===== config.mk =====
export PLATFORM = sky130hd
export DESIGN_NAME = ata_sqrt_cell
export DESIGN_NICKNAME = d
export VERILOG_FILES = /design/src/ata_sqrt_cell.sv
export SDC_FILE = /design/constraint.sdc
export NUM_CORES = 1
export LEC_CHECK = 0
export ABC_AREA = 1
export BUFFER_PORTS_ARGS = -buffer_cell sky130_fd_sc_hd__buf_2
export CORE_MARGIN = 1.5
export CORE_UTILIZATION = 40
export DETAILED_ROUTE_END_ITERATION = 16
export GPL_TIMING_DRIVEN = 1
export HOLD_SLACK_MARGIN = 0.08
export SKIP_CTS_REPAIR_TIMING = 1
export SLEW_MARGIN = 30
export SYNTH_ARGS = -nofsm -noshare
export SYNTH_HDL_FRONTEND = slang
export SYNTH_SLANG_ARGS = --single-unit

===== constraint.sdc =====
create_clock -name clk_i -period 4.8 [get_ports clk_i]
set_input_delay 1.44 -clock clk_i [delete_from_list [all_inputs] [get_ports clk_i]]
set_output_delay 1.44 -clock clk_i [all_outputs]
set_load 0.01 [all_outputs]

===== src/ata_sqrt_cell.sv =====
// One digit cell of the pipelined integer square root.
// Depends on nothing; chained by the top level, one cell per root bit.
`default_nettype none

module ata_sqrt_cell #(
  parameter int unsigned OpW    = 49,
  parameter int unsigned BitPos = 0
) (
  input  wire logic           clk_i,
  input  wire logic           en_i,
  input  wire logic [OpW-1:0] op_i,
  input  wire logic [OpW-1:0] res_i,
  output logic      [OpW-1:0] op_o,
  output logic      [OpW-1:0] res_o
);

  localparam logic [OpW-1:0] BitVal = {{(OpW-1){1'b0}}, 1'b1} << (2 * BitPos);

  logic [OpW-1:0] trial;
  logic [OpW-1:0] op_d, op_q;
  logic [OpW-1:0] res_d, res_q;

  // Try to take this digit; keep the remainder when it fits.
  always_comb begin
    trial = res_i + BitVal;
    if (op_i >= trial) begin
      op_d  = op_i - trial;
      res_d = (res_i >> 1) + BitVal;
    end else begin
      op_d  = op_i;
      res_d = res_i >> 1;
    end
  end

  always_ff @(posedge clk_i) begin
    if (en_i) begin
      op_q  <= op_d;
      res_q <= res_d;
    end
  end

  assign op_o  = op_q;
  assign res_o = res_q;

endmodule

`default_nettype wire


==> flow_summary.ini, run 1 <==
[outcome]
outcome = completed

[sta]
max_freq_ghz = 0.214
hold_viol_final = 0
period_share_pct = 97.1
report.final.slew_viol_count = 0
slew_headroom_pct = 57.4
hold_slack_ns = 1.36
post-route-min-period_ns = 4.66
tightest_slew_ns = 0.633
fin_tns_setup_ns = 0
final-setup-viol-count = 0

[final_layout]
fillers = 2720
post-route-cell-area_um2 = 15000
nets = 2399
n_antenna_cell = 0
drive_above_1_share_pct = 28.0
synthToLayoutAreaGrowth_pct = 42.1
fin_cells = 2587

[floorplan]
rows = 59
start_util_pct = 40.6
core-area_um2 = 26000
dieArea_um2 = 27400
io_pins = 198
die_w_um = 166
die_h_um = 166

[setup_path]
cpPeakStageDelay_ns = 0.26
worst-path-max-fanout = 35
cpLargestDelayFamily = simple AND/OR/NAND/NOR gates
start_kind = primary input
critPathArrivalTime_ns = 4.79
path_buf_inv = 6
path_cells = buf_2 -> ha_1 -> nand3_2 -> buf_4 -> nor2_1 -> nand2_2 -> buf_4 -> xor2_1 -> buf_4 -> ha_1 -> nand2_1 -> nor2_2 -> nand2_1 -> nor2_1 -> buf_4 -> nand3_1 -> nand3_1 -> nor2_4 -> nand2_8 -> clkbuf_16 -> o21ai_0 -> nand2_1
cpMostUsedCell = buf_4
cpMaxStageDelayCell = xor2_1
cp-end-kind = register
worstSetupPathType = in -> reg
cp_data_required_time_ns = 4.93

[clock_network]
cts_root_buf = clkbuf_16
cts_buffers = 9
clock_sinks = 98
htree_levels = 3
path_clk_slew_ns = 0.09
cts.path.max_buffers = 2
cts_tree = done

[pwr]
leakagePower_nw = 8.18
power_mw = 3.32
power_density_nw_per_um2 = 221
ir_drop_mv = 0.130

[logic_synthesis]
synth_cell_types = 30
yosysSeqAreaShare_pct = 27.9
syn-num-nets = 1869
postSynthCellCount = 1717
syn_area_um2 = 10600
ys_ff_latch = 98
yosys_warnings = 0
avgSynthCellArea_um2 = 6.15

[global_route]
grt_overflow_total = 0
grt_max_degree = 71
first_global_vias = 11700
grt_usage_pct = 32.2
grt_pass1_wl_um = 64400
antenna_found_initial = 0

[flow_run]
cap_violations = 0

[drt]
first_pass_iters = 5
post_drt_wl_per_cell_um = 17.4
viasPerCell = 4.83
finalWirelength_um = 45000
drt-initial-drc-count = 1057
drc = 0
drtAntennaViolNets = 0
vias = 12500

[placement]
portBuffers = 197
dpl_cell_area_um2 = 14400
place_congestion = 0.989
dp_cells = 2565
dp_hpwl_um = 37600

[worst_hold_path]
min_path_type = in -> reg
min_to = op_o[9]
min_from = op_i[9]
min_path_cells = 3
[per-stage QoR]
stage | setup WS (ns) | util [%]
final | 0.138 | 57.7
after global routing | -0.0211 | 57.7
after CTS | -0.150 | 56.6
after detailed placement | -0.532 | 55.4
after global placement | -0.569 | 55.4
after floorplan | 0.355 | -
[Yosys cell counts (all sizes together)]
master / number / area, um2
a21oi: 30 / 150
and2: 5 / 31.3
buf: 18 / 145
clkbuf: 6 / 22.5
clkinv: 1 / 3.75
edfxtp: 98 / 2940
fa: 1 / 20.0
ha: 51 / 638
inv: 309 / 1160
nand2: 709 / 2670
nand3: 104 / 576
nand3b: 4 / 30.0
nand4: 24 / 150
nor2: 167 / 647
nor3: 24 / 120
nor3b: 2 / 15.0
nor4: 4 / 25.0
o21ai: 47 / 235
o21bai: 2 / 15.0
or2: 2 / 12.5
xnor2: 2 / 17.5
xor2: 107 / 937
[how the worst max path moves through the flow]
stage / depth (start not counted) / slack, ns / to / start
6_report: 22 / 0.14 / res_o[39] / res_i[1]
5_1_grt: 22 / -0.02 / op_o[44] / res_i[1]
4_1_cts: 20 / -0.15 / res_o[13] / res_i[1]
3_5_place_dp: 20 / -0.53 / res_o[13] / res_i[1]
3_3_place_gp: 20 / -0.57 / res_o[13] / res_i[1]
2_1_floorplan: 23 / 0.35 / op_o[16] / res_i[1]
[sequential cells by signal, summed over array words and instances, names as in the netlist]
| signal | cells |
|---|---|
| res_o | 49 |
| op_o | 49 |
[cell usage in the layout (no fill, tap or decap), types with 24 or more instances in the layout]
cell,netlist,layout
inv_1,298,298
nand4_1,24,24
edfxtp_1,98,98
buf_2,10,196
xor2_1,107,104
nand3_1,93,92
o21ai_0,47,44
nor2_1,159,142
nand2_1,706,704
buf_4,2,337
a21oi_1,30,29
ha_1,51,49
[area by class of cell]
cell class | instances | area (um2) | area share, %
clock buffers | 9 | 225 | 1.50
clock inverters | 7 | 72.6 | 0.484
inverters | 310 | 1170 | 7.77
multi-input cells | 1285 | 6460 | 43.1
flip-flops and latches | 98 | 2940 | 19.6
well taps | 335 | 419 | 2.79
repair buffers | 543 | 3720 | 24.8
[cells by family after synthesis]
kind of cell    after synthesis  synth area share [%]
xor+xnor                    109                  9.04
simple gates               1045                  40.5
compound gates               79                  3.79
fa+ha+maj                    52                  6.23
flops                        98                  27.9
buf+inv                     334                  12.6
[routing by layer]
metal  routed length [um]  global-route usage [%]  up-vias
li1                     -                       -     6339
met1                20100                    42.4     5638
met2                20300                    53.0      426
met3                 2490                    3.90       86
met4                 2070                    13.5        0
met5                    0                       0        -
[report_power, final]
part           internal (mW)  switching [mW]
combinational          0.582           0.841
sequential              1.09          0.0325
clock                  0.368           0.408
(Power assumes the default switching activity.)
==> run 2, diff against run 1 <==
REMOVE_ABC_BUFFERS = 1   (was not set)
==> run 2 against run 1 <==
Against the previous run: fmax is 1.4% higher; via count is 1.7% lower; cell area is 2.5% lower; sequential power hardly changed; utilization is 1.5 points lower; combinational power is 4% lower; critical path depth is 1 higher; critical path type unchanged; largest cell class unchanged; highest routed layer unchanged.
==> flow_summary.ini, run 2 (synthesis results as in run 1) <==
[sta]
setup_ws_ns = 0.201
hold_viol_final = 0
final-setup-viol-count = 0
post-route-min-period_ns = 4.60
max_freq_ghz = 0.217
report.final.slew_viol_count = 0
hold_slack_ns = 1.35
period_share_pct = 95.8
slew_headroom_pct = 50.7
tightest_slew_ns = 0.740

[clock_network]
cts_tree = done
cts_buffers = 9
clock_sinks = 98
cts.path.max_buffers = 2
path_clk_slew_ns = 0.08
htree_levels = 3
cts_root_buf = clkbuf_16

[pwr]
power_density_nw_per_um2 = 223
clkPwrFrac_pct = 23.6
internal-power_mw = 2.01
leakagePower_nw = 7.97
ir_drop_mv = 0.182
p_comb_share_pct = 41.9
switching_share_pct = 38.4
power_frac_seq_pct = 34.4
switching_power_mw = 1.25

[outcome]
outcome = completed

[global_route]
first_global_vias = 11500
grt_max_degree = 54
grt_overflow_total = 0
antenna_found_initial = 0
grt_pass1_wl_um = 63600
grt_usage_pct = 31.5

[setup_path]
cpPeakStageDelay_ns = 0.28
worst-path-max-fanout = 46
cpMaxStageDelayCell = o21ai_0
cp-end-kind = register
start_kind = primary input
path_cells = buf_2 -> ha_1 -> nand2_1 -> nor2_2 -> inv_1 -> nor2_2 -> nand2_1 -> nor2_2 -> buf_4 -> nand3_2 -> nor2_4 -> xor2_2 -> ha_4 -> inv_1 -> o21ai_0 -> nand2_1 -> nand2_1 -> nor2_2 -> nand3_1 -> nor2_2 -> nand2_4 -> buf_12 -> o21ai_0
cpMostUsedCell = nor2_2
critPathArrivalTime_ns = 4.77
worstSetupPathType = in -> reg
cp_data_required_time_ns = 4.97

[drt]
vias = 12300
drtAntennaViolNets = 0
drc = 0
post_drt_wl_per_cell_um = 16.9
finalWirelength_um = 43200
first_pass_iters = 5
drt-initial-drc-count = 867
viasPerCell = 4.81

[floorplan]
rows = 59
io_pins = 198
die_h_um = 166
die_w_um = 166
dieArea_um2 = 27400
start_util_pct = 40.6
core-area_um2 = 26000

[final_layout]
nets = 2364
n_antenna_cell = 0
drive_above_1_share_pct = 26.3
final_cell_mix = nand2_1 (706), buf_4 (305), inv_1 (298)
layout_commonest_cell = nand2_1
synthToLayoutAreaGrowth_pct = 38.5

[placement]
place_congestion = 0.952
place_ws_ns = -0.367
dp_hpwl_um = 37000
portBuffers = 197

[flow_run]
cap_violations = 0

[worst_hold_path]
min_path_type = in -> reg
[run 2: cell count changes in the layout (fill, tap and decap cells not counted), moves of 3 or more]
| cell | previous run | this run |
|---|---|---|
| buf_12 | 2 | 7 |
| buf_4 | 337 | 305 |
| clkbuf_16 | 13 | 9 |
| ha_2 | 0 | 3 |
| nor2_1 | 142 | 147 |
| nor2_2 | 23 | 19 |
| nor3_1 | 17 | 21 |
| nor3_2 | 7 | 3 |
| o21ai_0 | 44 | 47 |
[run 2: metal layers]
layer | up-vias | GRT usage (%) | routed length (um)
met1 | 5522 | 40.9 | 19100
met5 | - | 0 | 0
met2 | 409 | 53.7 | 20100
met3 | 68 | 3.17 | 2380
met4 | 0 | 11.7 | 1590
li1 | 6272 | - | -
[run 2: layout make-up]
cell class | instances | area, um2
inverters | 310 | 1160
well taps | 335 | 419
fillers | 2708 | 11400
clock inverters | 6 | 57.6
multi-input cells | 1285 | 6400
clock buffers | 10 | 229
flip-flops and latches | 98 | 2940
repair buffers | 508 | 3410
[run 2: critical path, delay by kind of cell]
kind / cells / cell delay, ns
and+or+nand+nor: 13 / 1.57
buffers and inverters: 5 / 0.62
adders and majority gates: 2 / 0.44
AOI/OAI and AO/OA: 2 / 0.42
xor gates and xnor gates: 1 / 0.24
[run 2: power by group through the flow]
stage	Sequential, mW	Clock, mW	Combinational, mW
floorplan	1.20	0	0.613
finish	1.12	0.771	1.37
detailed placement	1.14	0	1.35
global route	1.14	0.801	1.51
CTS	1.12	0.790	1.35
global placement	1.14	0	1.34
[run 2: path summary, 6_finish.rpt]
path / slack, ns / from / to / cells after the start
setup / recovery: 0.20 / res_i[1] / res_o[24] / 23
hold / removal: 1.35 / op_i[19] / op_o[19] / 3
[run 2: through the flow]
step | TNS, ns | instances | utilization (%) | total power, mW | cell area [um2]
6_report | 0 | 2552 | 56.3 | 3.26 | 14600
5_1_grt | -0.0906 | 2552 | 56.3 | 3.45 | 14600
4_1_cts | -0.456 | 2552 | 55.9 | 3.27 | 14500
3_5_place_dp | -29.63 | 2536 | 54.8 | 2.49 | 14200
3_3_place_gp | -36.41 | 2536 | 54.8 | 2.48 | 14200
2_1_floorplan | -90.21 | 1693 | - | 1.82 | 10400
==> run 3, diff against run 2 <==
CTS_CLUSTER_DIAMETER = 100   (was not set)
MAX_ROUTING_LAYER = met4   (was not set)
==> run 3 against run 2 <==
Against the previous run: via count grew 1.2%; cell area rose by 0.85%; power increased by 1.0%; first-iteration DRC count increased by 19%; fmax is 1.1% lower; combinational power about the same; clock power increased by 0.8%; sequential cell count is the same; global-route usage grew 2.5 points; setup slack lost 0.049 ns; critical path depth is 1 lower; utilization rose by 0.48 points.
==> flow_summary.ini, run 3 (synthesis results as in run 1) <==
[floorplan]
start_util_pct = 40.6
io_pins = 198
die_h_um = 166
core-area_um2 = 26000
dieArea_um2 = 27400
die_w_um = 166
rows = 59

[global_route]
grt_pass1_wl_um = 66400
grt_overflow_total = 0
grt_usage_pct = 33.9
grt_max_degree = 53
first_global_vias = 11900
antenna_found_initial = 0

[final_layout]
layout_commonest_cell = nand2_1
final_cell_mix = nand2_1 (705), buf_4 (321), inv_1 (298)
nets = 2381
synthToLayoutAreaGrowth_pct = 39.7
drive_above_1_share_pct = 26.7
utilization_pct = 56.8
fin_cells = 2569
n_antenna_cell = 0

[placement]
dp_cells = 2551
dp_hpwl_um = 38200
portBuffers = 197
place_ws_ns = -0.350
place_congestion = 1.01

[clock_network]
path_clk_slew_ns = 0.09
cts.path.max_buffers = 2
cts_root_buf = clkbuf_16
cts_buffers = 9
cts_tree = done
clock_sinks = 98
htree_levels = 3

[sta]
max_freq_ghz = 0.215
fin_tns_setup_ns = 0
post-route-min-period_ns = 4.65
setup_ws_ns = 0.151
report.final.slew_viol_count = 0
hold_viol_final = 0
slew_headroom_pct = 57.4
tightest_slew_ns = 0.633
period_share_pct = 96.8
final-setup-viol-count = 0

[drt]
post_drt_wl_per_cell_um = 17.5
drc = 0
first_pass_iters = 6
viasPerCell = 4.83
drt-initial-drc-count = 1030
vias = 12400
drtAntennaViolNets = 0
finalWirelength_um = 45000

[setup_path]
worst-path-max-fanout = 14
cp_data_required_time_ns = 4.92
critPathArrivalTime_ns = 4.77
cp-end-kind = register
crit_start = res_i[19]
start_kind = primary input
worstSetupPathType = in -> reg

[pwr]
leakagePower_nw = 8.07
power_density_nw_per_um2 = 223
power_mw = 3.30
ir_drop_mv = 0.144

[outcome]
outcome = completed

[worst_hold_path]
min_from = op_i[40]
min_path_type = in -> reg

[flow_run]
cap_violations = 0
## run 3: changes by cell type in the layout (fill, tap and decap cells not counted), sizes merged
cell,change
clkbuf,+1
clkinv,+1
inv,-1
buf,+16
## run 3: path summary, 6_finish.rpt
kind / endpoint / slack (ns) / depth (start not counted)
worst min-delay path: op_o[40] / 1.36 / 3
worst max-delay path: op_o[13] / 0.15 / 22
## run 3: stage by stage
stage / cell area [um2] / hold WS, ns
2_1_floorplan: 10400 / 1.55
3_3_place_gp: 14300 / 1.73
3_5_place_dp: 14300 / 1.73
4_1_cts: 14600 / 1.35
5_1_grt: 14800 / 1.37
6_report: 14800 / 1.36
## run 3: report_power, final
part           total, mW  leakage [nW]  internal, mW  switching [mW]
registers           1.12         0.956          1.09          0.0286
clock network      0.777         0.141         0.367           0.410
logic               1.40          6.97         0.564           0.837
## run 3: metal layers
metal / GRT usage [%] / wire [um]
met4: 11.2 / 1570
met2: 57.3 / 21200
met1: 42.9 / 19800
met5: - / 0
met3: 2.52 / 2450
## run 3: worst max-delay path, cell delays in order
cell	delay [ns]
buf_2	0.15
nand2_1	0.09
nor3_1	0.23
nand2_1	0.16
nor2_1	0.17
nand3_1	0.09
nor3_1	0.30
xor2_1	0.15
buf_4	0.17
ha_1	0.36
nand2_1	0.09
nor2_1	0.16
nand2_1	0.15
nor2_4	0.14
nand3_1	0.11
nand3_1	0.12
nor2_2	0.06
nand2_4	0.17
inv_4	0.11
clkbuf_16	0.20
nand2_1	0.06
nand2_1	0.06
## run 3: cell type report
type / count / area [um2]
clock buffers: 10 / 229
clock inverters: 6 / 57.6
fillers: 2698 / 11200
inverters: 310 / 1170
multi-input cells: 1285 / 6390
flip-flops and latches: 98 / 2940
well taps: 335 / 419
repair buffers: 525 / 3550
